<file path="src/hw/rtl/ffba_pkg.sv">
`timescale 1ns / 1ps
`default_nettype none
// ----------------------------------------------------------------------------
// ffba_pkg
// Shared types and constants for the first-fit block allocator.
// ----------------------------------------------------------------------------
package ffba_pkg;

  localparam int DefMaxBlocks  = 64;
  localparam int DefHeaderBytes = 32;
  localparam logic [26:0] MaxRequestReset = 27'd100000000;

  // configuration register indexes
  localparam logic [1:0] RegHeapBase   = 2'd0;
  localparam logic [1:0] RegHeapLimit  = 2'd1;
  localparam logic [1:0] RegMaxRequest = 2'd2;

  // request types
  localparam logic [1:0] ReqAlloc  = 2'd0;
  localparam logic [1:0] ReqZalloc = 2'd1;
  localparam logic [1:0] ReqFree   = 2'd2;
  localparam logic [1:0] ReqResize = 2'd3;

  // status codes
  localparam logic [1:0] StOk        = 2'd0;
  localparam logic [1:0] StSizeBad   = 2'd1;
  localparam logic [1:0] StExhausted = 2'd2;

  // classified request handed from front to back
  typedef struct packed {
    logic [1:0]  kind;
    logic        size_bad;
    logic [26:0] size;
    logic [31:0] addr;
  } cmd_t;

endpackage
`default_nettype wire

</file>
<file path="src/hw/rtl/ffba_front.sv">
`timescale 1ns / 1ps
`default_nettype none
// ----------------------------------------------------------------------------
// ffba_front
// Accepts requests, checks sizes and forms the zeroed-allocate product in a
// separate multiply state (27x27 cut into a 27x14 and a 27x13 partial product).
// ----------------------------------------------------------------------------
module ffba_front import ffba_pkg::*; (
  input  wire logic        clk,
  input  wire logic        rst,
  input  wire logic [26:0] max_request,
  input  wire logic        in_valid,
  output logic             in_ready,
  input  wire logic [1:0]  req_type,
  input  wire logic [26:0] req_size,
  input  wire logic [26:0] req_count,
  input  wire logic [31:0] block_addr,
  output logic             cmd_valid,
  input  wire logic        cmd_ready,
  output cmd_t             cmd
);

  typedef enum logic [1:0] {S_IDLE, S_MUL_HI, S_CHECK, S_OUT} state_t;
  state_t state;

  logic [1:0]  kind;
  logic [26:0] size, count;
  logic [31:0] addr;
  logic [53:0] prod;
  logic [40:0] part_lo;

  assign in_ready  = (state == S_IDLE);
  assign cmd_valid = (state == S_OUT);

  // hold state, product and output command
  always_ff @(posedge clk) begin
    if (rst) begin
      state <= S_IDLE;
    end else begin
      case (state)
        S_IDLE: begin
          if (in_valid) begin
            kind  <= req_type;
            size  <= req_size;
            count <= req_count;
            addr  <= block_addr;
            state <= (req_type == ReqZalloc) ? S_MUL_HI : S_CHECK;
          end
        end
        S_MUL_HI: begin
          part_lo <= size * count[13:0];
          prod    <= {27'd0, size} * {41'd0, count[26:14]};
          state   <= S_CHECK;
        end
        S_CHECK: begin
          cmd.kind <= kind;
          cmd.addr <= addr;
          if (kind == ReqZalloc) begin
            cmd.size_bad <= (size == 27'd0) || (size > max_request) ||
                            (count == 27'd0) || (count > max_request) ||
                            (((prod << 14) + {13'd0, part_lo}) >
                             {27'd0, max_request});
            cmd.size <= part_lo[26:0] + {prod[12:0], 14'd0};
          end else begin
            cmd.size_bad <= (size == 27'd0) || (size > max_request);
            cmd.size     <= size;
          end
          state <= S_OUT;
        end
        S_OUT: begin
          if (cmd_ready) state <= S_IDLE;
        end
        default: state <= S_IDLE;
      endcase
    end
  end

endmodule
`default_nettype wire

</file>
<file path="config.mk">
export PLATFORM = sky130hd
export DESIGN_NAME = ffba_front
export DESIGN_NICKNAME = d
export VERILOG_FILES = /design/src/hw/rtl/ffba_pkg.sv /design/src/hw/rtl/ffba_front.sv
export SDC_FILE = /design/constraint.sdc
export NUM_CORES = 2
export LEC_CHECK = 0
export BUFFER_PORTS_ARGS = -buffer_cell sky130_fd_sc_hd__buf_2
export CAP_MARGIN = 20
export CORE_AREA = 2 2 206 249
export CTS_CLUSTER_DIAMETER = 120
export CTS_CLUSTER_SIZE = 30
export DETAILED_ROUTE_END_ITERATION = 10
export DIE_AREA = 0 0 208 251
export PLACE_DENSITY = 0.88
export SYNTH_ARGS = -nofsm -noshare
export SYNTH_HDL_FRONTEND = slang
export SYNTH_SLANG_ARGS = --single-unit
</file>
<file path="constraint.sdc">
create_clock -name clk -period 22.8 [get_ports clk]
set_clock_uncertainty 0.15 [all_clocks]
set_input_delay 1.14 -clock clk [delete_from_list [all_inputs] [get_ports clk]]
set_output_delay 1.14 -clock clk [all_outputs]
set_load 0.02 [all_outputs]
</file>
== Word-level counts from Yosys, hierarchy flattened ==
Cells that the tools add are included.

* Add/sub/neg operators: 2
* $mul: 2
* Divide/modulo/power cells: 0
* Magnitude comparators: 3
* Eq/ne operators: 7
* Shifts and indexed selects: 0
* Multiplexer cells: 5
* Bitwise gates (word level): 1
* Reductions and logical operators: 11

{| class="wikitable"
|+ Operator list
! cell !! count
|-
| adder 54 x 41 -> 54 bit || 1
|-
| greater-than comparator 27 bit || 2
|-
| greater-than comparator 54 x 27 -> 1 bit || 1
|-
| logical NOT 27 bit || 2
|-
| multiplier 27 x 14 -> 41 bit || 1
|-
| multiplier 27 x 13 -> 40 bit || 1
|-
| two-way mux 28 bit || 1
|-
| adder 27 bit || 1
|-
| one-hot mux 2 bit (4 select lines) || 1
|-
| equality test 2 x 1 -> 1 bit (second input constant) || 3
|-
| two-way mux 2 bit || 3
|-
| AND reduction 2 bit || 3
|-
| equality test 2 bit (second input constant) || 2
|-
| logical OR 1 bit || 4
|-
| AND reduction 3 bit || 1
|-
| logical NOT 2 bit || 1
|-
| != test 2 x 1 -> 1 bit (second input constant) || 1
|-
| != test 2 bit (second input constant) || 1
|-
| NOT 1 bit || 1
|}

* Register bits after elaboration: 233
* Bits in latches: 0
* RAM bits: 0
* Bits in read-only memories: 0
* Input bits: 119
* Logic and storage cells: 42
* Memories kept: 0

== Longest topological paths before layout ==
* Depth after elaboration: 6
* Gate-level depth with buffers: 27

== Worst setup path after synthesis ==
No wires, ideal clock.

* Path type: in2reg
* From: input port in_valid
* To: register addr[0], enable pin
* Setup time: 0.662 ns
* Arrival time: 7.571 ns
* Required time: 21.988 ns
* Slack: 14.417 ns
* Stages on the path: 2
* Buffers on the path: 0
* Cells stage by stage: inv_1 -> nor3b_1

* Cells in the longest elaborated chain, start to end: 1

{| class="wikitable"
|+ Ends and longest elaborated chain
! what !! RTL line !! RTL
|-
| start, declared || ffba_front.sv:12 || <nowiki>input wire logic in_valid,</nowiki>
|-
| AND reduction 3 bit (no source line) || n/a ||
|-
| end signal, assigned || ffba_front.sv:46 || <nowiki>addr <= block_addr;</nowiki>
|-
| end, declared || ffba_front.sv:28 || <nowiki>logic [31:0] addr;</nowiki>
|}

No other way between the ends.
A chain may end at the register's enable or synchronous reset.

== Worst setup path in the final report ==
* From: register count[4]
* To: register part_lo[37] (data pin)

* Cells in the longest elaborated chain, start to end: 1

{| class="wikitable"
|+ Ends and longest elaborated chain
! what !! RTL line !! RTL
|-
| start, declared || ffba_front.sv:27 || <nowiki>logic [26:0] size, count;</nowiki>
|-
| start signal, assigned || ffba_front.sv:45 || <nowiki>count <= req_count;</nowiki>
|-
| multiplier 27 x 14 -> 41 bit || ffba_front.sv:51 || <nowiki>part_lo <= size * count[13:0];</nowiki>
|-
| end signal, assigned || ffba_front.sv:51 ||
|-
| end, declared || ffba_front.sv:30 || <nowiki>logic [40:0] part_lo;</nowiki>
|}

No other way between the ends.

==> results.sh <==
export IMPL_status="complete, no violations"
export IMPL_layout_drive_gt1_share=0.0868
export IMPL_yosysSeqAreaShare=0.205
export IMPL_routed_wl_microns=93500
export IMPL_ant_nets=0
export IMPL_cp_start_kind="register"
export IMPL_synth_distinct_cells=86
export IMPL_max_stage_delay_ps=810
export IMPL_setup_viol=0
export IMPL_grt_antenna_before_repair=5
export IMPL_cts_tree="done"
export IMPL_post_route_drc_count=0
export IMPL_rows=90
export IMPL_dr_wl_met3_microns=10400
export IMPL_gp_congestion=0.932
export IMPL_wl_met2_microns=44700
export IMPL_synth_top_area_cell="fa_1"
export IMPL_clkLatencyLatePin_ps=520
export IMPL_setup_ws_ps=15040
export IMPL_cp_slowest_cell="edfxtp_1"
export IMPL_htreeDepth=1
export IMPL_hold_path_depth=0
export IMPL_coreArea_sq_um=49800
export IMPL_crit_arrival_ps=7850
export IMPL_tns_ps=0
export IMPL_layout_nets=4537
export IMPL_maxSlewHeadroom=0.238
export IMPL_grt_ovfl_total=0
export IMPL_dr_pass1_iters=8
export IMPL_area_delta_synth_final_pct=5.93
export IMPL_cts_clk_slew_worst_paths_ps=120
export IMPL_ys_seq_elements=233
export IMPL_dp_slack_ps=15100
export IMPL_grt_pass1_vias=27500
export IMPL_period_share=0.341
export IMPL_clock_tree_buffer_depth=3
export IMPL_drtIter0Drc=2425
export IMPL_setup_worst_path_end_class="register"
export IMPL_critPathLaunch="count[4]$_DFFE_PP_"
export IMPL_die_area_sq_um=52200
export IMPL_wl_met1_microns=30700
export IMPL_portBuffers=182
export IMPL_worstMarginPinSlew_ps=1140
export IMPL_fmax_mhz=129
export IMPL_top_layer_used="met5"
export IMPL_avgSynthCellArea_sq_um=9.82
export IMPL_cp_max_fo=29
export IMPL_cts_resized=0
export IMPL_crit_required_ps=22890
export IMPL_synth_warning_count=0
export IMPL_r2r_end="part_lo[37]$_DFFE_PP_"
export IMPL_min_to="cmd[24]$_DFFE_PP_"
export IMPL_grt_pass1_wl_microns=148000
export IMPL_crit_top_cell="fa_1"
export IMPL_worstReg2RegStart="count[4]$_DFFE_PP_"
export IMPL_synth_edf_count=231
export IMPL_cts_root_buf="clkbuf_16"
export IMPL_rr_worst_depth=23
export IMPL_syn_inst=3459
export IMPL_slew_violations=0
export IMPL_cts_sinks=233
export IMPL_syn_nets=4453
export IMPL_reg2reg_slack_ps=15040
export IMPL_hpwl_microns=69200
export IMPL_worstHoldStart="addr[24]$_DFFE_PP_"
export IMPL_yosys_top_cells_area="fa_1 34%, edfxtp_1 20%, ha_1 11%"
export IMPL_postCtsSetupBuffers=0
export IMPL_async_reset_ff_frac=0
export IMPL_finalHoldViolations=0
export IMPL_wire_per_inst_microns=22.3
export IMPL_vias=25900
export IMPL_hold_path_class="register to register"
export IMPL_path_class="register to register"
export IMPL_rsz0062_at_grt="no"
export IMPL_yosys_most_used_dff="edfxtp_1"
export IMPL_layout_min_cycle_time_ps=7760
export IMPL_die_x_microns=208
export IMPL_grt_max_degree=82
export IMPL_routed_via_density=6.18
export IMPL_initial_utilization=0.683
export IMPL_fin_util=0.723
export IMPL_ios=183
export IMPL_synth_top_area_frac=0.338
export IMPL_cp_cell_sequence="and2_1 > fa_1 > inv_1 > fa_1 > inv_1 > fa_1 > fa_1 > fa_1 > inv_1 > fa_1 > inv_1 > ha_1 > a21oi_1 > a21oi_1 > nor2_1 > a21oi_1 > o2111ai_1 > a21oi_1 > o41ai_1 > o21ai_0 > a221o_1 > a21oi_1 > xnor2_1"
export IMPL_synth_area_sq_um=34000
export IMPL_maxCapViolations=0
export IMPL_postCtsHoldBufs=0
export IMPL_cts_buffers=12
export IMPL_die_h_microns=251
export IMPL_grt_usage=0.367
==> synth_stat cells, types with 12 or more instances <==
cell type  instances
nor3_1            21
nor2b_1           16
ha_1             302
o21a_1            19
and2_1           315
nand2_1          478
inv_1            655
nand2b_1          15
a21oi_1          115
nor4_1            13
mux2_2            27
nor2_1            70
xor2_1            24
a211oi_1          15
xnor2_1           63
clkbuf_1         156
a31oi_1           14
o21bai_1          20
fa_1             573
nand3_1           44
a21o_1            44
and3_1            12
o21ai_0           74
edfxtp_1         231
nand4_1           23
==> how the worst max path moves through the flow <==
stage / end / slack, ps / cells past startpoint
2_1_floorplan: addr[0]$_DFFE_PP_ / 14420 / 2
3_3_place_gp: part_lo[37]$_DFFE_PP_ / 15260 / 22
6_report: part_lo[37]$_DFFE_PP_ / 15040 / 23
5_1_grt: part_lo[39]$_DFFE_PP_ / 14660 / 22
4_1_cts: part_lo[37]$_DFFE_PP_ / 15040 / 22
3_5_place_dp: part_lo[37]$_DFFE_PP_ / 15100 / 22
==> flip-flops by register name, indices dropped and copies added (netlist names) <==
register / cells
state: 2
prod: 40
part_lo: 41
cmd: 62
addr: 32
kind: 2
count: 27
size: 27
==> area by class of cell <==
cell class                      instances  area [sq um]
Clock buffer                           16           337
Tap cell                              644           806
Timing Repair Buffer                  237          1430
Multi-Input combinational cell       2404         23900
Inverter                              655          2460
Sequential cell                       233          6980
Antenna cell                            2          5.00
Fill cell                            3397         13800
Clock inverter                          3          47.5
==> worst max-delay path, delay by kind of cell (launching register included) <==
family / cells / cell delay [ps]
fa+ha+maj: 7 / 3490
flops: 1 / 810
xor+xnor: 1 / 80
compound gates: 9 / 2200
buf+inv: 4 / 190
simple gates: 2 / 540
==> cells by family (layout without fill, tap and decap cells) <==
kind of cell | count (synthesis) | in the layout | share of synthesized area
AOI/OAI and AO/OA | 381 | 381 | 0.0738
buffers and inverters | 822 | 911 | 0.0910
xor gates and xnor gates | 87 | 87 | 0.0224
other | 0 | 2 | 0
DFF | 233 | 233 | 0.205
muxes | 32 | 32 | 0.0104
adders and majority gates | 875 | 875 | 0.449
and+or+nand+nor | 1029 | 1029 | 0.148
==> through the flow <==
step                      std cells  hold slack, ps  area, sq um
after global routing           4193             281        36000
after floorplan                3459             250        34000
final                          4194             281        36000
after global placement         4167             250        35400
after detailed placement       4167             255        35400
after CTS                      4186             275        35800
==> routing by layer <==
| layer | GRT usage | vias to the layer above |
|---|---|---|
| met5 | 0 | - |
| met1 | 0.434 | 12800 |
| met4 | 0.246 | 2 |
| met2 | 0.610 | 1600 |
| met3 | 0.0731 | 458 |
| li1 | - | 11000 |
==> cell usage in the layout (no fill, tap or decap), types with 27 or more instances in the layout <==
cell type and count:
inv_1 655, fa_1 573, nand2_1 478, and2_1 315
ha_1 302, edfxtp_1 231, buf_2 182, a21oi_1 115
o21ai_0 74, nor2_1 70, xnor2_1 63, buf_4 49
a21o_1 44, nand3_1 44, mux2_2 27
Power is not shown: default switching activity piles up to over one toggle a cycle in this logic, so the estimate is an artifact.
