File: config.mk
export PLATFORM = sky130hd
export DESIGN_NAME = ffba_back
export DESIGN_NICKNAME = d
export VERILOG_FILES = /design/src/hw/rtl/ffba_pkg.sv /design/src/hw/rtl/ffba_back.sv
export SDC_FILE = /design/constraint.sdc
export NUM_CORES = 2
export LEC_CHECK = 0
export BUFFER_PORTS_ARGS = -buffer_cell sky130_fd_sc_hd__buf_2
export CORE_MARGIN = 2
export CORE_UTILIZATION = 24
export CTS_CLUSTER_DIAMETER = 80
export DETAILED_ROUTE_END_ITERATION = 7
export GPL_TIMING_DRIVEN = 0
export MAX_ROUTING_LAYER = met4
export PLACE_DENSITY = 0.35
export RECOVER_POWER = 100
export SLEW_MARGIN = 10
export SYNTH_ARGS = -nofsm -noshare
export SYNTH_HDL_FRONTEND = slang
export SYNTH_SLANG_ARGS = --single-unit
File: constraint.sdc
create_clock -name clk -period 16.66 [get_ports clk]
set_input_delay 3.332 -clock clk [delete_from_list [all_inputs] [get_ports clk]]
set_output_delay 3.332 -clock clk [all_outputs]
set_load 0.005 [all_outputs]
File: src/hw/rtl/ffba_pkg.sv
`timescale 1ns / 1ps
`default_nettype none
// ----------------------------------------------------------------------------
// ffba_pkg
// Shared types and constants for the first-fit block allocator.
// ----------------------------------------------------------------------------
package ffba_pkg;

  localparam int DefMaxBlocks  = 64;
  localparam int DefHeaderBytes = 32;
  localparam logic [26:0] MaxRequestReset = 27'd100000000;

  // configuration register indexes
  localparam logic [1:0] RegHeapBase   = 2'd0;
  localparam logic [1:0] RegHeapLimit  = 2'd1;
  localparam logic [1:0] RegMaxRequest = 2'd2;

  // request types
  localparam logic [1:0] ReqAlloc  = 2'd0;
  localparam logic [1:0] ReqZalloc = 2'd1;
  localparam logic [1:0] ReqFree   = 2'd2;
  localparam logic [1:0] ReqResize = 2'd3;

  // status codes
  localparam logic [1:0] StOk        = 2'd0;
  localparam logic [1:0] StSizeBad   = 2'd1;
  localparam logic [1:0] StExhausted = 2'd2;

  // classified request handed from front to back
  typedef struct packed {
    logic [1:0]  kind;
    logic        size_bad;
    logic [26:0] size;
    logic [31:0] addr;
  } cmd_t;

endpackage
`default_nettype wire

File: src/hw/rtl/ffba_back.sv
`timescale 1ns / 1ps
`default_nettype none
// ----------------------------------------------------------------------------
// ffba_back
// Block table and sequencer: scans the table one entry at a time for lookup
// and first fit, then appends, releases and updates counters.
// ----------------------------------------------------------------------------
module ffba_back import ffba_pkg::*; #(
  parameter int MAX_BLOCKS   = DefMaxBlocks,
  parameter int HEADER_BYTES = DefHeaderBytes
) (
  input  wire logic        clk,
  input  wire logic        rst,
  input  wire logic        cfg_we,
  input  wire logic [1:0]  cfg_idx,
  input  wire logic [31:0] cfg_data,
  input  wire logic [31:0] heap_limit,
  input  wire logic        cmd_valid,
  output logic             cmd_ready,
  input  wire cmd_t        cmd,
  output logic             out_valid,
  input  wire logic        out_ready,
  output logic [31:0]      result_addr,
  output logic [1:0]       status,
  output logic [31:0]      move_src,
  output logic [26:0]      move_len,
  output logic [26:0]      zero_len,
  output logic [6:0]       free_blocks,
  output logic [31:0]      free_bytes,
  output logic [6:0]       allocated_blocks,
  output logic [31:0]      allocated_bytes
);

  localparam int IW = (MAX_BLOCKS > 1) ? $clog2(MAX_BLOCKS) : 1;
  localparam int CW = $clog2(MAX_BLOCKS + 1);
  localparam logic [31:0] Hdr = 32'(HEADER_BYTES);
  localparam logic [CW-1:0] Full = CW'(MAX_BLOCKS);

  typedef enum logic [3:0] {
    S_IDLE, S_FIND, S_FIND_CHK, S_FIT, S_FIT_CHK, S_GROW, S_REL, S_DONE
  } state_t;
  state_t state;

  // block table memory: start and size; free marks in flip-flops
  logic [31:0] tab_start [MAX_BLOCKS];
  logic [26:0] tab_size  [MAX_BLOCKS];
  logic [MAX_BLOCKS-1:0] tab_free;
  logic [31:0] rd_start;
  logic [26:0] rd_size;
  logic [IW-1:0] rd_idx;
  logic        wr_en;
  logic [IW-1:0] wr_idx;

  logic [CW-1:0] bcount, scan;
  logic [31:0] heap_top, fbytes, tbytes;
  logic [6:0]  fblocks;
  cmd_t        c;
  logic        found;
  logic [IW-1:0] fidx;
  logic [26:0] fsize;
  logic [32:0] grow_end;

  // take a new request only once the previous result has left
  assign cmd_ready = (state == S_IDLE) && !out_valid;
  assign free_blocks      = fblocks;
  assign free_bytes       = fbytes;
  assign allocated_blocks = 7'(bcount);
  assign allocated_bytes  = tbytes;
  assign grow_end = {1'b0, heap_top} + {1'b0, Hdr} + {6'd0, c.size};

  // table write and registered read
  always_ff @(posedge clk) begin
    if (wr_en) begin
      tab_start[wr_idx] <= heap_top;
      tab_size[wr_idx]  <= c.size;
    end
    rd_start <= tab_start[rd_idx];
    rd_size  <= tab_size[rd_idx];
  end

  assign rd_idx = scan[IW-1:0];
  assign wr_en  = (state == S_GROW) && (bcount != Full) && !grow_end[32] &&
                  (grow_end[31:0] <= heap_limit);
  assign wr_idx = bcount[IW-1:0];

  // sequence each command and hold the result until taken
  always_ff @(posedge clk) begin
    if (rst) begin
      state    <= S_IDLE;
      out_valid <= 1'b0;
      tab_free <= '0;
      bcount   <= '0;
      heap_top <= 32'd0;
      fblocks  <= 7'd0;
      fbytes   <= 32'd0;
      tbytes   <= 32'd0;
    end else begin
      if (state == S_DONE) out_valid <= 1'b1;
      else if (out_ready) out_valid <= 1'b0;
      if (cfg_we && cfg_idx == RegHeapBase && bcount == '0) heap_top <= cfg_data;
      case (state)
        S_IDLE: begin
          if (cmd_valid && cmd_ready) begin
            c <= cmd;
            scan <= '0;
            found <= 1'b0;
            result_addr <= 32'd0; status <= StOk;
            move_src <= 32'd0; move_len <= 27'd0; zero_len <= 27'd0;
            if (cmd.kind == ReqFree) state <= (cmd.addr == 32'd0) ? S_DONE : S_FIND;
            else if (cmd.size_bad) begin
              status <= StSizeBad; state <= S_DONE;
            end else if (cmd.kind == ReqResize && cmd.addr != 32'd0) state <= S_FIND;
            else state <= S_FIT;
          end
        end
        // address lookup: issue read
        S_FIND: begin
          if (scan >= bcount) begin
            found <= 1'b0;
            state <= (c.kind == ReqFree) ? S_DONE : S_FIT;
            scan <= '0;
          end else state <= S_FIND_CHK;
        end
        S_FIND_CHK: begin
          if (rd_start + Hdr == c.addr) begin
            found <= 1'b1; fidx <= scan[IW-1:0]; fsize <= rd_size;
            if (c.kind == ReqFree) begin
              if (!tab_free[scan[IW-1:0]]) begin
                tab_free[scan[IW-1:0]] <= 1'b1;
                fblocks <= fblocks + 7'd1;
                fbytes  <= fbytes + {5'd0, rd_size};
              end
              state <= S_DONE;
            end else if (c.size <= rd_size) begin
              result_addr <= c.addr; state <= S_DONE;
            end else begin
              scan <= '0; state <= S_FIT;
            end
          end else begin
            scan <= scan + CW'(1); state <= S_FIND;
          end
        end
        // first fit over free blocks
        S_FIT: begin
          if (scan >= bcount) state <= S_GROW;
          else state <= S_FIT_CHK;
        end
        S_FIT_CHK: begin
          if (tab_free[scan[IW-1:0]] && c.size <= rd_size) begin
            tab_free[scan[IW-1:0]] <= 1'b0;
            fblocks <= fblocks - 7'd1;
            fbytes  <= fbytes - {5'd0, rd_size};
            result_addr <= rd_start + Hdr;
            if (c.kind == ReqZalloc) zero_len <= c.size;
            state <= found ? S_REL : S_DONE;
          end else begin
            scan <= scan + CW'(1); state <= S_FIT;
          end
        end
        S_GROW: begin
          if (wr_en) begin
            tab_free[wr_idx] <= 1'b0;
            bcount <= bcount + CW'(1);
            result_addr <= heap_top + Hdr;
            heap_top <= grow_end[31:0];
            tbytes <= tbytes + {5'd0, c.size};
            if (c.kind == ReqZalloc) zero_len <= c.size;
            state <= found ? S_REL : S_DONE;
          end else begin
            status <= StExhausted; state <= S_DONE;
          end
        end
        // release old block after a resize move
        S_REL: begin
          move_src <= c.addr; move_len <= fsize;
          if (!tab_free[fidx]) begin
            tab_free[fidx] <= 1'b1;
            fblocks <= fblocks + 7'd1;
            fbytes  <= fbytes + {5'd0, fsize};
          end
          state <= S_DONE;
        end
        // raise the result (done above) and return to idle
        S_DONE: begin
          state <= S_IDLE;
        end
        default: state <= S_IDLE;
      endcase
    end
  end

endmodule
`default_nettype wire

# Word level (Yosys, flattened, before mapping)

Memories as Yosys holds them, arrays and structs flattened. A register that Yosys moved wholly into a read port is not among the register bits.
Index checks and enable logic that the tools add are counted.

Equality and inequality tests: 27
Order comparisons: 9
Bitwise logic cells: 7
Reduce and logical (&&, ||, !) cells: 39
$add $sub $neg: 12
Mux-type cells: 81

Operators with widths:

| operator                | number |
|---|---|
| $mux W32                | 14 |
| $mux W64                | 6 |
| $pmux W64 S4            | 1 |
| $and A64 B64 Y64        | 2 |
| $not A64 Y64            | 2 |
| $or A64 B64 Y64         | 2 |
| $pmux W32 S4            | 1 |
| $mux W27                | 4 |
| $add A32 B27 Y32        | 3 |
| $pmux W32 S3            | 1 |
| $pmux W27 S3            | 1 |
| $mux W7                 | 11 |
| $add A32 B6 Y32 const B | 2 |
| $pmux W32 S2            | 1 |
| $pmux W27 S2            | 1 |
| $add A32 B6 Y33 const B | 1 |
| $add A33 B27 Y33        | 1 |
| $eq A32 B32 Y1          | 1 |
| $le A32 B32 Y1          | 1 |
| $logic_not A32 Y1       | 1 |
| $reduce_bool A32 Y1     | 1 |
| $sub A32 B27 Y32        | 1 |
| $pmux W4 S7             | 1 |
| $pmux W7 S4             | 1 |
| other kinds (40)        | 114 |

Memory bits (writable): 3776
Memories: 2
Input port bits: 133
Register bits after elaboration: 401
Logic and storage cells: 197

Memories:

| name      | depth | width | read ports | clocked after memory_dff | wr ports | RTL line        | RTL |
|---|---|---|---|---|---|---|---|
| tab_start | 64    | 32    | 1          | 1                        | 1        | ffba_back.sv:45 | `logic [31:0] tab_start [MAX_BLOCKS];` |
| tab_size  | 64    | 27    | 1          | 1                        | 1        | ffba_back.sv:46 | `logic [26:0] tab_size [MAX_BLOCKS];` |

# Logic depth before layout (Yosys ltp)

Depth in word-level cells: 9
Gate-level depth with buffers: 26

# Worst setup path after synthesis

No wires, ideal clock.

Path kind: flip-flop to flip-flop
Start point: register c[33] in the netlist's numbering
End point: memory tab_size[10][0], enable pin
Stages on the path, launching flop included: 24
Period minus slack after synthesis: 12.355 ns
Setup time: 0.622 ns
Path slack: 4.305 ns
Arrival: 11.733 ns
Data required time: 16.038 ns
Cell sequence: edfxtp_1 -> ha_1 -> ha_1 -> fa_1 -> a21oi_1 -> o211ai_1 -> o41ai_1 -> a21oi_1 -> a21o_1 -> and3_1 -> nor2b_1 -> o21ai_0 -> xor2_1 -> ha_1 -> a21oi_1 -> nor2_1 -> a211oi_1 -> o41ai_1 -> or4b_2 -> o22ai_1 -> o31ai_1 -> clkbuf_1 -> buf_1 -> nor4_1

Word-level cells in the longest chain between the ends: 6
Elaborated cells on any way between the ends: 7
Those cells by class: add/sub: 1; order compare: 1; mux: 2; reduce/logical: 3

RTL lines:

| element                                                                | RTL line         | RTL |
|---|---|---|
| start: declaration                                                     | ffba_back.sv:57  | `cmd_t c;` |
| start signal: assignment                                               | ffba_back.sv:104 | `c <= cmd;` |
| $add A33 B27 Y33 *                                                     | ffba_back.sv:69  | `assign grow_end = {1'b0, heap_top} + {1'b0, Hdr} + {6'd0, c.size};` |
| parallel branches: the longest is 2 deep, another holds $le A32 B32 Y1 | --               |  |
| $logic_and A1 B1 Y1 *                                                  | ffba_back.sv:82  | `assign wr_en = (state == S_GROW) && (bcount != Full) && !grow_end[32] &&` |
| $mux W1 *                                                              | ffba_back.sv:73  | `if (wr_en) begin` |
| $mux W1 (implied by the code) *                                        | ffba_back.sv:75  | `tab_size[wr_idx] <= c.size;` |
| end: declaration                                                       | ffba_back.sv:46  |  |

Mark *: on every way between the ends.

# Worst setup path after layout

Start point: register heap_top[1]
End point: memory tab_start[52][7], enable pin

Word-level cells in the longest chain between the ends: 7
Elaborated cells on any way between the ends: 8
Those cells by class: add/sub: 2; order compare: 1; mux: 2; reduce/logical: 3

RTL lines:

| element                                                                | RTL line         | RTL |
|---|---|---|
| start: declaration                                                     | ffba_back.sv:55  | `logic [31:0] heap_top, fbytes, tbytes;` |
| start signal: assignment                                               | ffba_back.sv:100 | `if (cfg_we && cfg_idx == RegHeapBase && bcount == '0) heap_top <= cfg_data;` |
| start signal: assignment                                               | ffba_back.sv:165 | `heap_top <= grow_end[31:0];` |
| $add A32 B6 Y33 *                                                      | ffba_back.sv:69  |  |
| $add A33 B27 Y33 *                                                     | ffba_back.sv:69  |  |
| parallel branches: the longest is 2 deep, another holds $le A32 B32 Y1 | --               |  |
| $logic_and A1 B1 Y1 *                                                  | ffba_back.sv:82  |  |
| $mux W1 *                                                              | ffba_back.sv:73  |  |
| $mux W1 (implied by the code) *                                        | ffba_back.sv:74  | `tab_start[wr_idx] <= heap_top;` |
| end: declaration                                                       | ffba_back.sv:45  |  |

Marked as above.

==> metrics.csv <==
metric,value,unit
status,finished with violations,
violations,"capacitance limit, slew limit",
place_worst_setup_slack,5.59,ns
fin_crit,14.10,ns
cts_root_buf,clkbuf_16,
yosysWarnings,0,
die_w,828,um
initial_core_util,24.1,%
synth_ff_type,edfxtp_1,
synth-seq-cells,4235,
drive_gt1_share,12.8,%
portBuffers,331,
wirelength,1050000,um
p_leak,61.2,nW
critPathLaunchType,flip-flop,
antenna_found_initial,200,
crit_buf_inv,3,
path_class,flip-flop to flip-flop,
postCtsResizedCells,0,
area_delta_synth_final,22.0,%
worst_slew_pin_slew,4.69,ns
dp_hpwl,793000,um
grt_max_degree,66,
io_pins,333,
ant_nets,0,
insertion_delay,1.11,ns
p_per_area,192,mW/mm^2
clock-sinks,4235,
synth_top_area_share,73.6,%
viasPerCell,5.78,
path_delay_family,buffers and inverters,
seqCellArea,0.125,sq mm
crit_path_max_incr_delay,1.96,ns
max-slew-margin-rel,-213,%
max-vdd-ir-drop,114,uV
rsz0062_at_grt,no,
nets,11900,
syn-cell-area,0.163,sq mm
hold_viol,0,
grt_pass1_wl,1290000,um
postCtsSetupBuffers,0,
clockBufferDepth,4,
fillerInstances,67700,
ys_seq_area_share,76.5,%
endpoint_kind,flip-flop,
p_total,0.0382,W
overflow,0,
core,0.677,sq mm
yosys.cell_types.count,93,
die_area,0.686,sq mm
synth-edff-count,3998,
routabilityCongestion,0.903,
synth_cells,9959,
r2r_setup_slack,2.56,ns
fin_ws,2.56,ns
crit_required,17.31,ns
worstPathArrival,14.75,ns
drtIter0Drc,22600,
syn_area_per_cell,16.4,sq um
fmax,70.9,MHz
clk_pin_slew,0.06,ns
cp_slowest_cell,dfxtp_1,
grt_pass1_vias,109000,
grt_usage,30.1,%
drc_errors,0,
wire_per_inst,49.7,um
multi_input_area,0.0357,sq mm
clock_skew,0.0832,ns
cap_violations,298,
vias,122000,
synth.largest_area_cell,edfxtp_1,
htreeDepth,5,
final.setup.tns,0,ns
cts_made_buffers,460,
synthArstFlopShare,0,%
synth_area_leaders,"edfxtp_1, a22oi_1, dfxtp_1, ha_1, a221oi_1",
worstPathMaxFanout,36,
die_h,828,um
final_util,29.4,%
dr.pass1.iters,6,
hold_buffers,0,
hold_path.class,flip-flop to flip-flop,
cts_tree,built,
syn_nets,10300,
row_count,302,
period_share,84.6,%
slew_viol_final,5219,
setup_viol,0,
==> registers in the layout, indices dropped and copies added, names as in the netlist <==
register          count
allocated_blocks      7
allocated_bytes      32
c                    61
fidx                  6
found                 1
free_blocks           7
free_bytes           32
fsize                27
heap_top             32
move_len             27
move_src             32
out_valid             1
rd_size              27
rd_start             32
result_addr          32
scan                  7
state                 3
status                2
tab_free             64
tab_size           1728
tab_start          2048
zero_len             27
==> cells by family after synthesis <==
kind of cell | synth area share [%]
compound gates | 14.6
xor+xnor | 0.960
fa+ha+maj | 1.50
buf+inv | 1.86
flops | 76.5
mux | 0.810
simple gates | 3.80
==> final cells by class <==
class | count | area share (%)
Tap cell | 8968 | 5.64
Buffer | 653 | 1.49
Inverter | 123 | 0.233
Antenna cell | 133 | 0.167
Sequential cell | 4235 | 62.7
Multi-Input combinational cell | 4948 | 17.9
Clock inverter | 260 | 1.13
Clock buffer | 571 | 6.09
Timing Repair Buffer | 1197 | 4.60
==> synthesized netlist by cell type (54+ instances only) <==
cell type     n
mux2i_1      90
nand3_1     144
nor3_1       71
and2_1       70
nand4_1     156
xnor2_1     104
a21oi_1     326
a22o_1      267
clkbuf_1    490
a22oi_1    1387
dfxtp_1     237
a21o_1       68
nor4_1       98
o22ai_1     136
a41oi_1     106
nor2_1      273
nand2_1     226
edfxtp_1   3998
a31oi_1     337
buf_1       119
inv_1       122
a211oi_1    102
o21ai_0     134
xor2_1       54
a221oi_1    268
ha_1        189
==> tightest hold or removal path, stage by stage (launching register included) <==
cell     delay, ns
dfxtp_1       0.33
nand2_1       0.06
a21oi_1       0.05
==> power by group <==
group | internal [W] | total (W) | leakage [nW] | switching, W
registers | 0.0123 | 0.0128 | 37.5 | 0.000478
clock network | 0.00563 | 0.0102 | 6.98 | 0.00456
logic | 0.00341 | 0.0152 | 16.7 | 0.0117
==> routing by layer <==
| layer | global-route usage [%] | vias up | wire, um | part of all wire [%] |
|---|---|---|---|---|
| met2 | 43.2 | 9868 | 436000 | 42 |
| met3 | 7.39 | 2164 | 122000 | 12 |
| met4 | 16.3 | 0 | 80800 | 7.7 |
| met1 | 39.2 | 64800 | 410000 | 39 |
| met5 | - | - | 0 | 0 |
| li1 | - | 45000 | - | - |
==> cell usage in the layout, fill, tap and decap left out, types with 57 or more instances in the layout <==
cell | netlist | layout
clkbuf_16 | 0 | 467
o21ai_0 | 134 | 133
inv_1 | 122 | 121
a21o_1 | 68 | 68
buf_12 | 0 | 147
clkbuf_2 | 2 | 277
a22oi_1 | 1387 | 1387
ha_1 | 189 | 189
nor3_1 | 71 | 70
nand4_1 | 156 | 156
clkinv_2 | 0 | 71
a221oi_1 | 268 | 270
o22ai_1 | 136 | 136
xnor2_1 | 104 | 104
nor2_1 | 273 | 272
a22o_1 | 267 | 267
nand3_1 | 144 | 145
a211oi_1 | 102 | 103
nand2_1 | 226 | 226
edfxtp_1 | 3998 | 3998
mux2i_1 | 90 | 90
buf_2 | 30 | 224
a21oi_1 | 326 | 326
clkbuf_1 | 490 | 1126
buf_16 | 0 | 68
nor4_1 | 98 | 57
diode_2 | 0 | 133
a31oi_1 | 337 | 318
clkinv_1 | 1 | 113
dfxtp_1 | 237 | 237
a41oi_1 | 106 | 106
==> worst paths after layout <==
check                     startpoint            endpoint  depth (start not counted)
hold / removal    allocated_bytes[3]  allocated_bytes[3]                          2
hold reg to reg   allocated_bytes[3]  allocated_bytes[3]                          2
setup reg to reg         heap_top[1]    tab_start[52][7]                         25
setup / recovery         heap_top[1]    tab_start[52][7]                         25
==> through the flow <==
| step | area [sq um] | hold slack, ns | instances |
|---|---|---|---|
| after detailed placement | 193000 | 0.476 | 20100 |
| final | 199000 | 0.489 | 21100 |
| after CTS | 208000 | 0.485 | 21000 |
| after global routing | 199000 | 0.511 | 21000 |
| after floorplan | 163000 | 0.447 | 9959 |
| after global placement | 176000 | 0.470 | 19300 |
Power figures use the tool's default switching activity.
