===== config.mk =====
export PLATFORM = sky130hd
export DESIGN_NAME = ffba_queue
export DESIGN_NICKNAME = d
export VERILOG_FILES = /design/src/hw/rtl/ffba_pkg.sv /design/src/hw/rtl/ffba_queue.sv
export SDC_FILE = /design/constraint.sdc
export NUM_CORES = 1
export LEC_CHECK = 0
export BUFFER_PORTS_ARGS = -buffer_cell sky130_fd_sc_hd__clkbuf_2
export CORE_MARGIN = 2
export CORE_UTILIZATION = 30
export CTS_CLUSTER_SIZE = 14
export DETAILED_ROUTE_END_ITERATION = 12
export PLACE_DENSITY_LB_ADDON = 0.25
export REMOVE_ABC_BUFFERS = 1
export SYNTH_ARGS = -nofsm -noshare
export SYNTH_HDL_FRONTEND = slang
export SYNTH_SLANG_ARGS = --single-unit

===== constraint.sdc =====
create_clock -name clk -period 5.3 [get_ports clk]
set_clock_uncertainty 0.05 [all_clocks]
set_input_delay 0.265 -clock clk [delete_from_list [all_inputs] [get_ports clk]]
set_output_delay 0.265 -clock clk [all_outputs]
set_load 0.03 [all_outputs]

===== src/hw/rtl/ffba_pkg.sv =====
`timescale 1ns / 1ps
`default_nettype none
// ----------------------------------------------------------------------------
// ffba_pkg
// Shared types and constants for the first-fit block allocator.
// ----------------------------------------------------------------------------
package ffba_pkg;

  localparam int DefMaxBlocks  = 64;
  localparam int DefHeaderBytes = 32;
  localparam logic [26:0] MaxRequestReset = 27'd100000000;

  // configuration register indexes
  localparam logic [1:0] RegHeapBase   = 2'd0;
  localparam logic [1:0] RegHeapLimit  = 2'd1;
  localparam logic [1:0] RegMaxRequest = 2'd2;

  // request types
  localparam logic [1:0] ReqAlloc  = 2'd0;
  localparam logic [1:0] ReqZalloc = 2'd1;
  localparam logic [1:0] ReqFree   = 2'd2;
  localparam logic [1:0] ReqResize = 2'd3;

  // status codes
  localparam logic [1:0] StOk        = 2'd0;
  localparam logic [1:0] StSizeBad   = 2'd1;
  localparam logic [1:0] StExhausted = 2'd2;

  // classified request handed from front to back
  typedef struct packed {
    logic [1:0]  kind;
    logic        size_bad;
    logic [26:0] size;
    logic [31:0] addr;
  } cmd_t;

endpackage
`default_nettype wire


===== src/hw/rtl/ffba_queue.sv =====
`timescale 1ns / 1ps
`default_nettype none
// ----------------------------------------------------------------------------
// ffba_queue
// Two-entry command queue between front and back.
// ----------------------------------------------------------------------------
module ffba_queue import ffba_pkg::*; (
  input  wire logic clk,
  input  wire logic rst,
  input  wire logic wr_valid,
  output logic      wr_ready,
  input  wire cmd_t wr_data,
  output logic      rd_valid,
  input  wire logic rd_ready,
  output cmd_t      rd_data
);

  cmd_t       mem [2];
  logic       wp, rp;
  logic [1:0] fill;

  assign wr_ready = (fill != 2'd2);
  assign rd_valid = (fill != 2'd0);
  assign rd_data  = mem[rp];

  // advance pointers and fill level
  always_ff @(posedge clk) begin
    if (rst) begin
      wp <= 1'b0; rp <= 1'b0; fill <= 2'd0;
    end else begin
      if (wr_valid && wr_ready) begin
        mem[wp] <= wr_data;
        wp <= ~wp;
      end
      if (rd_valid && rd_ready) rp <= ~rp;
      fill <= fill + {1'b0, wr_valid && wr_ready} - {1'b0, rd_valid && rd_ready};
    end
  end

endmodule
`default_nettype wire


# Word level (Yosys, flattened, before mapping)
# Memory sizes are Yosys's and may differ from the RTL's. A register that Yosys moved wholly into a read port is not among the register bits.
# Index checks and enable logic that the tools add are counted.
[word_totals] register_bits=4 latchBits=0 ram_bits=124 mem_bits_ro=0 in_bits=66 out_inout_bits=64 wordCells=17 memories=1
[memory_table] memory="mem" depth=2 width=62 read_ports=1 rd_clocked_by_memory_dff=1 write_ports=1 line="ffba_queue.sv:18" rtl="cmd_t mem [2];"
[classes] add_sub_neg=2 multipliers=0 n_div=0 magnitude_cmp=0 eq_ne=1 n_shift=0 muxes=5 n_bitwise=2 reduce_logical=3
[op_table] op="1-bit 2-to-1 mux" count=5
[op_table] op="2-bit by 1-bit adder with 2-bit output" count=1
[op_table] op="1-bit logical AND" count=2
[op_table] op="2-bit inequality test, second input constant" count=1
[op_table] op="1-bit NOT" count=2
[op_table] op="2-bit nonzero test" count=1
[op_table] op="2-bit by 1-bit subtractor with 2-bit output" count=1

# Logic depth before layout (Yosys ltp)
# Gate-level depths: netlist of the first run.
[depth] ltp_word=5 depth_mapped=8 ltp_nobuf=8

# Worst setup path before layout of the first run
# No wires, ideal clock.
[synth_path] path_kind="register to register" startpoint="reg fill[0]" endpoint="mem mem[1][0] (netlist name) (enable)" setup_time_ps=572 arrival_time_ps=5371 required_time_ps=4678 path_slack_ps=-693 stages_incl_launch_ff=4 path_buffers=0 synth_period_minus_slack_ps=5993 cell_sequence="dfxtp_1 nand2b_1 nand2_2 nor3b_1"
[synth_between] elab_chain_len=5
[synth_rtl] item="from (decl)" line="ffba_queue.sv:20" rtl="logic [1:0] fill;"
[synth_rtl] item="from (signal assigned)" line="ffba_queue.sv:36" rtl="fill <= fill + {1'b0, wr_valid && wr_ready} - {1'b0, rd_valid && rd_ready};"
[synth_rtl] item="2-bit inequality test" line="ffba_queue.sv:22" rtl="assign wr_ready = (fill != 2'd2);"
[synth_rtl] item="via wr_ready" line="ffba_queue.sv:11" rtl="output logic wr_ready,"
[synth_rtl] item="1-bit logical AND" line="ffba_queue.sv:31" rtl="if (wr_valid && wr_ready) begin"
[synth_rtl] item="1-bit 2-to-1 mux" line="ffba_queue.sv:31"
[synth_rtl] item="1-bit 2-to-1 mux" line="ffba_queue.sv:28" rtl="if (rst) begin"
[synth_rtl] item="1-bit 2-to-1 mux (implied by the code)" line="ffba_queue.sv:32" rtl="mem[wp] <= wr_data;"
[synth_rtl] item="to (decl)" line="ffba_queue.sv:18"
# The timed path passes the listed nets, and every way through them passes these cells.

==> results of run 1 <==
cells by family after synthesis:
group / share of synthesized area, %
adder cells (fa/ha/maj): 0.499
XOR/XNOR: 0.524
multiplexers: 18.7
AO/OA/AOI/OAI: 0.150
AND/OR/NAND/NOR: 1.17
flip-flops: 76.2
buffers and inverters: 2.69
metal layers:
layer	up-vias	GRT usage, %
met2	88	17.9
met4	0	5.50
met1	1315	12.7
li1	1270	-
met3	11	3.96
met5	-	0
worst min path at each step:
stage	endpoint	slack [ns]	cells after the start
floorplan	fill[0]	0.29	1
finish	mem[0][48]	0.06	1
global route	mem[0][48]	0.04	1
CTS	mem[0][48]	0.03	1
detailed placement	mem[1][15]	0.41	1
global placement	mem[1][0]	0.40	1
power by group:
group / total [mW] / leakage [nW] / switching, mW / internal, mW
sequential: 1.28 / 1.18 / 0.0583 / 1.22
clock: 1.07 / 0.259 / 0.387 / 0.679
combinational: 0.832 / 1.32 / 0.472 / 0.360
placed cells by master, fill, tap and decap left out, types with 2 or more instances in the layout:
cell type                       count
sky130_fd_sc_hd__ha_1               2
sky130_fd_sc_hd__xnor2_1            2
sky130_fd_sc_hd__nor2_1             4
sky130_fd_sc_hd__clkinv_1           2
sky130_fd_sc_hd__bufinv_16          2
sky130_fd_sc_hd__clkbuf_1           5
sky130_fd_sc_hd__clkbuf_2         129
sky130_fd_sc_hd__mux2_2             2
sky130_fd_sc_hd__clkinv_2           3
sky130_fd_sc_hd__mux2_4            61
sky130_fd_sc_hd__dfxtp_1            4
sky130_fd_sc_hd__clkbuf_16         17
sky130_fd_sc_hd__nor2b_1            2
sky130_fd_sc_hd__buf_4              5
sky130_fd_sc_hd__edfxtp_1         124
sky130_fd_sc_hd__dlygate4sd3_1     61
state kept, by name, summed over array words and instances, names as in the netlist, named ones only:
| signal | count |
|---|---|
| mem | 124 |
| wp | 1 |
| rp | 1 |
| fill | 2 |
area by class of cell:
type                       instances  area, sq um  area share, %
sequential                       129         3830           54.7
clock buffer                      22          444           6.34
timing repair buffer             195         1290           18.5
inverter                           1         3.75         0.0536
multi-input combinational         80         1070           15.2
tap                              220          275           3.93
clock inverter                     8         90.1           1.29
per-stage QoR:
step / std cells / power (mW) / hold WS [ns]
6_report: 655 / 3.17 / 0.0595
3_3_place_gp: 564 / 2.10 / 0.405
4_1_cts: 655 / 3.23 / 0.0347
5_1_grt: 655 / 3.31 / 0.0439
2_1_floorplan: 210 / 1.93 / 0.287
3_5_place_dp: 564 / 2.11 / 0.408
worst reg2reg max path, delay by kind of cell (launching register included):
| kind | cells | cell delay [ns] |
|---|---|---|
| and+or+nand+nor | 3 | 0.45 |
| buffers and inverters | 1 | 0.46 |
| DFF | 1 | 0.36 |
==> impl_metrics.env, run 1 <==
export IMPL_reg2reg_depth=4
export IMPL_route_antenna_remaining_nets=0
export IMPL_critical_path_buf_inv_count=2
export IMPL_routed_wl_met2_um=4520
export IMPL_hold_path_startpoint="wr_data[48]"
export IMPL_place_hpwl_um=5620
export IMPL_period_needed_ns=2.69
export IMPL_post_drt_via_cell_ratio=4.10
export IMPL_ctsLongestPathBuffers=2
export IMPL_slew_headroom_pct=51.3
export IMPL_most_used_flip_flop_cell_after_synthesis="sky130_fd_sc_hd__edfxtp_1"
export IMPL_met3_length_um=454
export IMPL_dr_first_iter_drc_count=82
export IMPL_rows=47
export IMPL_synth_largest_area_cell="sky130_fd_sc_hd__edfxtp_1"
export IMPL_finalMaxSlewViolations=0
export IMPL_tritoncts_num_buffers=17
export IMPL_drt_met1_wl_um=4090
export IMPL_syn_to_final_growth_pct=39.6
export IMPL_first_pass_grt_wire_length_um=14600
export IMPL_tritoncts_clock_tree="yes"
export IMPL_routed_wl_um=9210
export IMPL_gp_routability_congestion=0.627
export IMPL_synth_sequential_area_ratio_pct=76.2
export IMPL_max_cap_violations=0
export IMPL_num_vias=2684
export IMPL_min_delay_path_class="in -> reg"
export IMPL_synthesis_instances=217
export IMPL_grt_max_degree=38
export IMPL_fillerInstances=1508
export IMPL_irDropWorstVdd_mv=0.267
export IMPL_required_ns=4.99
export IMPL_start_util_pct=30.5
export IMPL_tritoncts_num_sinks=129
export IMPL_die_width_um=133
export IMPL_reg2reg_to="mem[1][49]"
export IMPL_numPortBuffers=129
export IMPL_critical_path_peak_fanout=37
export IMPL_design_die_area_sq_um=17800
export IMPL_hold_buffers=61
export IMPL_ctsHtreeMaxLevel=4
export IMPL_diodes=0
export IMPL_p_per_area_nw_per_um2=453
export IMPL_setup_worst_path_end_class="primary output"
export IMPL_drc_errors=0
export IMPL_grt_setup_unrepaired="false"
export IMPL_maxUsedRoutingLayer="met4"
export IMPL_final_hold_viol_count=0
export IMPL_crit_chain="buf_4, mux2_2, clkbuf_2"
export IMPL_path_depth=3
export IMPL_clock_input_transition_at_the_sequential_cells_of_the_worst_setup_and_hold_paths_ns=0.05
export IMPL_dp_worst_setup_slack_ns=2.96
export IMPL_critical_path_top_delay_family="buffers and inverters"
export IMPL_wl_per_cell_um=14.1
export IMPL_setup_violations=0
export IMPL_worst_skew_pair_late_latency_ns=0.41
export IMPL_buffer_cell_driving_the_clock_tree_root="sky130_fd_sc_hd__clkbuf_16"
export IMPL_antenna_found_initial=0
export IMPL_yosys_register_bits=129
export IMPL_gr_usage_all_layers_pct=10.9
export IMPL_post_route_cell_area_sq_um=7000
export IMPL_cpPeakStageDelay_ns=0.69
export IMPL_yosysUniqueCellTypes=18
export IMPL_drt_pass1_iterations=4
export IMPL_synth_edf_count=124
export IMPL_final_net_count=492
export IMPL_post_route_util_pct=42.5
export IMPL_timing_final_ws_setup_ns=2.61
export IMPL_criticalPathCategory="reg -> out"
export IMPL_synthesis_yosys_warnings=0
export IMPL_post_cts_buffers=0
export IMPL_synth_area_sq_um=5010
export IMPL_max_slew_worst_pin_slew_ns=0.731
export IMPL_crit_slowest_cell="sky130_fd_sc_hd__buf_4"
export IMPL_syn_area_per_cell_sq_um=23.1
export IMPL_yosys_cell_count_top_type="sky130_fd_sc_hd__edfxtp_1"
export IMPL_worstSetupStartpointType="flop"
export IMPL_placed_area_sq_um=5860
export IMPL_fmax_mhz=371
export IMPL_post_cts_resize_count=0
export IMPL_ff2ff_setup_slack_ns=3.57
export IMPL_first_global_vias=2879
export IMPL_synth_cells_most_frequent="124 x sky130_fd_sc_hd__edfxtp_1, 61 x sky130_fd_sc_hd__mux2_4, 6 x sky130_fd_sc_hd__buf_12"
export IMPL_asyncSetResetFlopFracSynth_pct=0
export IMPL_status="finished clean"
export IMPL_layout_drive_gt1_share_pct=51.7
export IMPL_layout_worst_path_cycle_share_pct=50.8
export IMPL_setup_worst_path_end="rd_data[61]"
export IMPL_top_level_ports=130
export IMPL_cp_data_arrival_time_ns=2.38
export IMPL_global_route_overflow_total=0
export IMPL_power_leakage_nw=2.76
export IMPL_chipHeight_um=133
export IMPL_yosys_top_cells_area="sky130_fd_sc_hd__edfxtp_1 74%, sky130_fd_sc_hd__mux2_4 18%, sky130_fd_sc_hd__buf_12 2.4%"
export IMPL_placeableCoreArea_sq_um=16500
export IMPL_regToRegStartpoint="fill[0]"
export IMPL_netlist_area_leader_share_pct=74.3
export IMPL_fin_setup_tns_ns=0
(Power assumes the default switching activity.)
==> run 2: changes to the inputs <==
- clock period: 5.3 -> 2.22 ns (I/O delays scaled with it)
==> run 2 against run 1 <==
Routed wire length up 0.47%; total power up 150%; register-to-register slack worse by 3.1 ns; global-route usage up 0.14 points; setup slack worse by 2.3 ns; sequential share of layout area down 1.1 points; critical path depth unchanged; final area up 2.1%; first-iteration DRC count up 26%; clock power rose to 2.6 times the previous value; final cell count up 0.76%; combinational power rose to 2.5 times the previous value; critical endpoint is now rd_data[30]; largest cell class unchanged.
==> impl_metrics.env, run 2 (synthesis results as in run 1) <==
export IMPL_worst_skew_pair_late_latency_ns=0.41
export IMPL_post_layout_nonfiller_instances=660
export IMPL_post_cts_resize_count=0
export IMPL_buffer_cell_driving_the_clock_tree_root="sky130_fd_sc_hd__clkbuf_16"
export IMPL_tritoncts_num_sinks=129
export IMPL_die_width_um=133
export IMPL_worstSetupStartpointType="flop"
export IMPL_first_global_vias=2829
export IMPL_design_die_area_sq_um=17800
export IMPL_comb_power_share_pct=26.4
export IMPL_routed_wl_met2_um=4270
export IMPL_period_needed_ns=1.92
export IMPL_setup_violations=0
export IMPL_clock_input_transition_at_the_sequential_cells_of_the_worst_setup_and_hold_paths_ns=0.06
export IMPL_regToRegStartpoint="fill[0]"
export IMPL_final_cell_mix="129 x sky130_fd_sc_hd__clkbuf_2, 124 x sky130_fd_sc_hd__edfxtp_1, 63 x sky130_fd_sc_hd__dlygate4sd3_1"
export IMPL_post_drt_via_cell_ratio=4.03
export IMPL_hold_path_startpoint="wr_valid"
export IMPL_tritoncts_num_buffers=17
export IMPL_sum_of_internal_switching_and_leakage_power_mw=7.91
export IMPL_placedCellCount=565
export IMPL_setup_worst_path_end_class="primary output"
export IMPL_drt_met1_wl_um=4190
export IMPL_placeableCoreArea_sq_um=16500
export IMPL_num_vias=2662
export IMPL_diodes=0
export IMPL_first_pass_grt_wire_length_um=14700
export IMPL_grt_setup_unrepaired="false"
export IMPL_wl_per_cell_um=14.0
export IMPL_timing_final_ws_setup_ns=0.301
export IMPL_drc_errors=0
export IMPL_post_route_util_pct=43.4
export IMPL_grt_max_degree=37
export IMPL_cp_data_arrival_time_ns=1.76
export IMPL_chipHeight_um=133
export IMPL_registers_with_the_highest_flip_flop_counts="mem (124), fill (2)"
export IMPL_met3_length_um=648
export IMPL_min_delay_path_class="in -> reg"
export IMPL_hold_path_cell_count=3
export IMPL_gp_routability_congestion=0.662
export IMPL_routed_wl_um=9260
export IMPL_required_ns=2.06
export IMPL_clkPwrFrac_pct=35.7
export IMPL_p_per_area_nw_per_um2=1110
export IMPL_seq_power_share_pct=37.9
export IMPL_power_switching_fraction_pct=28.5
export IMPL_power_leakage_nw=2.82
export IMPL_status="finished clean"
export IMPL_min_delay_worst_endpoint="wp"
export IMPL_final_net_count=495
export IMPL_start_util_pct=30.5
export IMPL_ctsHtreeMaxLevel=4
export IMPL_maxUsedRoutingLayer="met4"
export IMPL_layout_worst_path_cycle_share_pct=86.4
export IMPL_numPortBuffers=129
export IMPL_dp_worst_setup_slack_ns=0.495
export IMPL_dr_first_iter_drc_count=103
export IMPL_drt_pass1_iterations=4
export IMPL_global_route_overflow_total=0
export IMPL_ctsLongestPathBuffers=2
export IMPL_fmax_mhz=521
export IMPL_power_switching_mw=2.25
export IMPL_gr_usage_all_layers_pct=11.1
export IMPL_max_flop_register="mem"
export IMPL_finalMaxSlewViolations=0
export IMPL_ff2ff_setup_slack_ns=0.52
export IMPL_rows=47
export IMPL_reg2reg_to="mem[1][3]"
export IMPL_irDropWorstVdd_mv=0.456
export IMPL_top_level_ports=130
export IMPL_route_antenna_remaining_nets=0
export IMPL_layout_drive_gt1_share_pct=53.0
export IMPL_final_hold_viol_count=0
export IMPL_p_int_mw=5.65
export IMPL_slew_headroom_pct=75.6
export IMPL_fillerInstances=1512
export IMPL_tritoncts_clock_tree="yes"
export IMPL_syn_to_final_growth_pct=42.6
export IMPL_critical_path_peak_fanout=33
export IMPL_reg2reg_depth=4
export IMPL_criticalPathCategory="reg -> out"
export IMPL_max_cap_violations=0
export IMPL_layout_cells_most_common="sky130_fd_sc_hd__clkbuf_2"
export IMPL_largest_reg_flops=124
export IMPL_hold_ws_ns=0.0511
export IMPL_max_slew_worst_pin_slew_ns=0.367
export IMPL_antenna_found_initial=0
==> run 2: cell count changes in the layout (fill, tap and decap cells not counted), sizes merged <==
| cell | delta |
|---|---|
| bufinv | +1 |
| clkinvlp | +2 |
| clkinv | -1 |
| dlygate4sd3 | +2 |
| buf | +1 |
==> run 2: metal layers <==
layer  track usage (%)  up-vias
met5                 0        -
met2              16.9       98
li1                  -     1277
met4              5.32        0
met3              4.26       14
met1              13.8     1273
==> run 2: worst max-delay path by stage <==
stage / end / slack, ns / cells past startpoint
finish: rd_data[30] / 0.30 / 3
detailed placement: mem[1][8] / 0.49 / 4
CTS: rd_data[48] / 0.25 / 3
global placement: mem[1][50] / 0.57 / 4
global route: rd_data[30] / 0.22 / 3
floorplan: mem[1][0] / -3.77 / 3
==> run 2: worst max-delay path, stage by stage, from the launching register on <==
cell and delay, ns:
sky130_fd_sc_hd__dfxtp_4 0.49, sky130_fd_sc_hd__buf_12 0.30, sky130_fd_sc_hd__mux2_4 0.34, sky130_fd_sc_hd__clkbuf_2 0.18
==> run 2: what timing repair did <==
| item | in CTS | in global routing |
|---|---|---|
| hold buffers | 63 | 0 |
| buffers inserted | 0 | 0 |
| hold endpoints to repair | 128 | 0 |
==> run 2: per-stage QoR <==
stage               instance area, sq um  setup TNS [ns]
floorplan                           4880         -499.83
global placement                    5910               0
detailed placement                  5910               0
CTS                                 7150               0
global route                        7150               0
finish                              7150               0
==> run 2: cell type report <==
type / instances / area (sq um) / area share (%)
clock inverter: 10 / 133 / 1.85
clock buffer: 22 / 474 / 6.63
timing repair buffer: 198 / 1370 / 19.2
tap: 220 / 275 / 3.85
sequential: 129 / 3830 / 53.5
inverter: 1 / 3.75 / 0.0525
multi-input combinational: 80 / 1070 / 14.9
==> run 2: power by group through the flow <==
| stage | Clock, mW | Sequential, mW | Combinational [mW] |
|---|---|---|---|
| after floorplan | 0 | 3.17 | 1.44 |
| after global placement | 0 | 3.04 | 2.03 |
| after detailed placement | 0 | 3.05 | 2.03 |
| after CTS | 2.90 | 3.00 | 2.13 |
| after global routing | 3.01 | 3.02 | 2.22 |
| final | 2.82 | 3.00 | 2.09 |
==> run 3: changes to the inputs <==
- CAP_MARGIN: not set -> 20
- MAX_ROUTING_LAYER: not set -> met4
==> run 3 against run 2 <==
Combinational power hardly changed; routed wire length is 0.22% lower; worst hold slack hardly changed; critical path type unchanged; die area stayed put; register-to-register slack hardly changed; core utilization stayed put; non-clock buffer count stayed put; sequential cell count stayed put; clock power hardly changed; total power hardly changed; critical endpoint unchanged; sequential share of layout area stayed put; first-iteration DRC count is 4.9% lower.
==> impl_metrics.env, run 3 (synthesis results as in run 1) <==
export IMPL_seq_power_share_pct=37.9
export IMPL_period_needed_ns=1.92
export IMPL_hold_ws_ns=0.0507
export IMPL_largest_reg_flops=124
export IMPL_diodes=0
export IMPL_ctsLongestPathBuffers=2
export IMPL_setup_worst_path_end_class="primary output"
export IMPL_post_cts_buffers=0
export IMPL_global_route_overflow_total=0
export IMPL_sum_of_internal_switching_and_leakage_power_mw=7.91
export IMPL_placeableCoreArea_sq_um=16500
export IMPL_post_route_util_pct=43.4
export IMPL_cp_data_arrival_time_ns=1.76
export IMPL_fmax_mhz=521
export IMPL_drc_errors=0
export IMPL_sequential_cell_area_sq_um=3830
export IMPL_route_antenna_remaining_nets=0
export IMPL_power_switching_mw=2.25
export IMPL_tritoncts_num_sinks=129
export IMPL_final_hold_viol_count=0
export IMPL_gr_usage_all_layers_pct=11.4
export IMPL_post_layout_nonfiller_instances=660
export IMPL_placed_area_sq_um=5910
export IMPL_clkPwrFrac_pct=35.7
export IMPL_syn_to_final_growth_pct=42.6
export IMPL_post_cts_resize_count=0
export IMPL_die_width_um=133
export IMPL_multiInputGateArea_sq_um=1070
export IMPL_cpPeakStageDelay_ns=0.49
export IMPL_setup_violations=0
export IMPL_rows=47
export IMPL_first_global_vias=2841
export IMPL_final_cell_mix="129 x sky130_fd_sc_hd__clkbuf_2, 124 x sky130_fd_sc_hd__edfxtp_1, 63 x sky130_fd_sc_hd__dlygate4sd3_1"
export IMPL_max_flop_register="mem"
export IMPL_p_int_mw=5.65
export IMPL_crit_chain="buf_12, mux2_4, clkbuf_2"
export IMPL_worst_skew_pair_late_latency_ns=0.41
export IMPL_slew_headroom_pct=75.6
export IMPL_dr_first_iter_drc_count=98
export IMPL_status="finished clean"
export IMPL_num_vias=2662
export IMPL_layout_cells_most_common="sky130_fd_sc_hd__clkbuf_2"
export IMPL_final_net_count=495
export IMPL_p_per_area_nw_per_um2=1110
export IMPL_clock_input_transition_at_the_sequential_cells_of_the_worst_setup_and_hold_paths_ns=0.06
export IMPL_power_switching_fraction_pct=28.5
export IMPL_first_pass_grt_wire_length_um=14600
export IMPL_min_delay_path_class="in -> reg"
export IMPL_criticalPathCategory="reg -> out"
export IMPL_grt_max_degree=37
export IMPL_power_leakage_nw=2.82
export IMPL_crit_slowest_cell="sky130_fd_sc_hd__dfxtp_4"
export IMPL_timing_final_ws_setup_ns=0.302
export IMPL_fin_setup_tns_ns=0
export IMPL_worstSetupStartpointType="flop"
export IMPL_tritoncts_clock_tree="yes"
export IMPL_start_util_pct=30.5
export IMPL_fillerInstances=1512
export IMPL_top_level_ports=130
export IMPL_irDropWorstVdd_mv=0.457
export IMPL_critical_path_peak_fanout=33
export IMPL_wl_per_cell_um=14.0
export IMPL_design_die_area_sq_um=17800
export IMPL_comb_power_share_pct=26.4
export IMPL_max_slew_worst_pin_slew_ns=0.366
export IMPL_hold_buffers=63
export IMPL_tritoncts_num_buffers=17
export IMPL_placedCellCount=565
export IMPL_buffer_cell_driving_the_clock_tree_root="sky130_fd_sc_hd__clkbuf_16"
export IMPL_registers_with_the_highest_flip_flop_counts="mem (124), fill (2)"
export IMPL_finalMaxSlewViolations=0
export IMPL_layout_drive_gt1_share_pct=53.0
export IMPL_numPortBuffers=129
export IMPL_post_route_cell_area_sq_um=7150
export IMPL_grt_setup_unrepaired="false"
export IMPL_chipHeight_um=133
export IMPL_dp_worst_setup_slack_ns=0.495
export IMPL_required_ns=2.06
export IMPL_gp_routability_congestion=0.668
export IMPL_routed_wl_um=9240
export IMPL_drt_pass1_iterations=4
export IMPL_antenna_found_initial=0
export IMPL_layout_worst_path_cycle_share_pct=86.4
export IMPL_max_cap_violations=0
export IMPL_ctsHtreeMaxLevel=4
export IMPL_post_drt_via_cell_ratio=4.03
## run 3: worst max-delay path: cells and delay by family, from the launching register on
| kind | cells | cell delay, ns |
|---|---|---|
| buf+inv | 2 | 0.48 |
| flops | 1 | 0.49 |
| mux | 1 | 0.34 |
## run 3: path summary, 6_finish.rpt
kind	end	cells past startpoint	start	slack (ns)
setup / recovery	rd_data[30]	3	flop	0.30
setup reg to reg	mem[1][3]	4	fill[0]	0.52
hold / removal	wp	3	wr_valid	0.05
hold reg to reg	flop	2	rp	0.47
## run 3: power groups by stage
stage | clock network, mW | logic [mW] | registers, mW
5_1_grt | 3.00 | 2.22 | 3.02
4_1_cts | 2.90 | 2.13 | 3.00
3_5_place_dp | 0 | 2.03 | 3.05
6_report | 2.82 | 2.09 | 3.00
3_3_place_gp | 0 | 2.03 | 3.04
2_1_floorplan | 0 | 1.44 | 3.17
## run 3: area by class of cell
cell class / count / share of cell area, %
Multi-Input combinational cell: 80 / 14.9
Timing Repair Buffer: 198 / 19.2
Clock buffer: 22 / 6.63
Inverter: 1 / 0.0525
Clock inverter: 10 / 1.85
Sequential cell: 129 / 53.5
Tap cell: 220 / 3.85
## run 3: per-layer routing
metal | up-vias | wire (um) | track usage, % | part of all wire (%)
met4 | 0 | 160 | 5.32 | 1.7
met1 | 1278 | 4250 | 13.9 | 46
met2 | 92 | 4250 | 17.0 | 46
li1 | 1276 | - | - | -
met5 | - | 0 | - | 0
met3 | 16 | 570 | 4.00 | 6.2
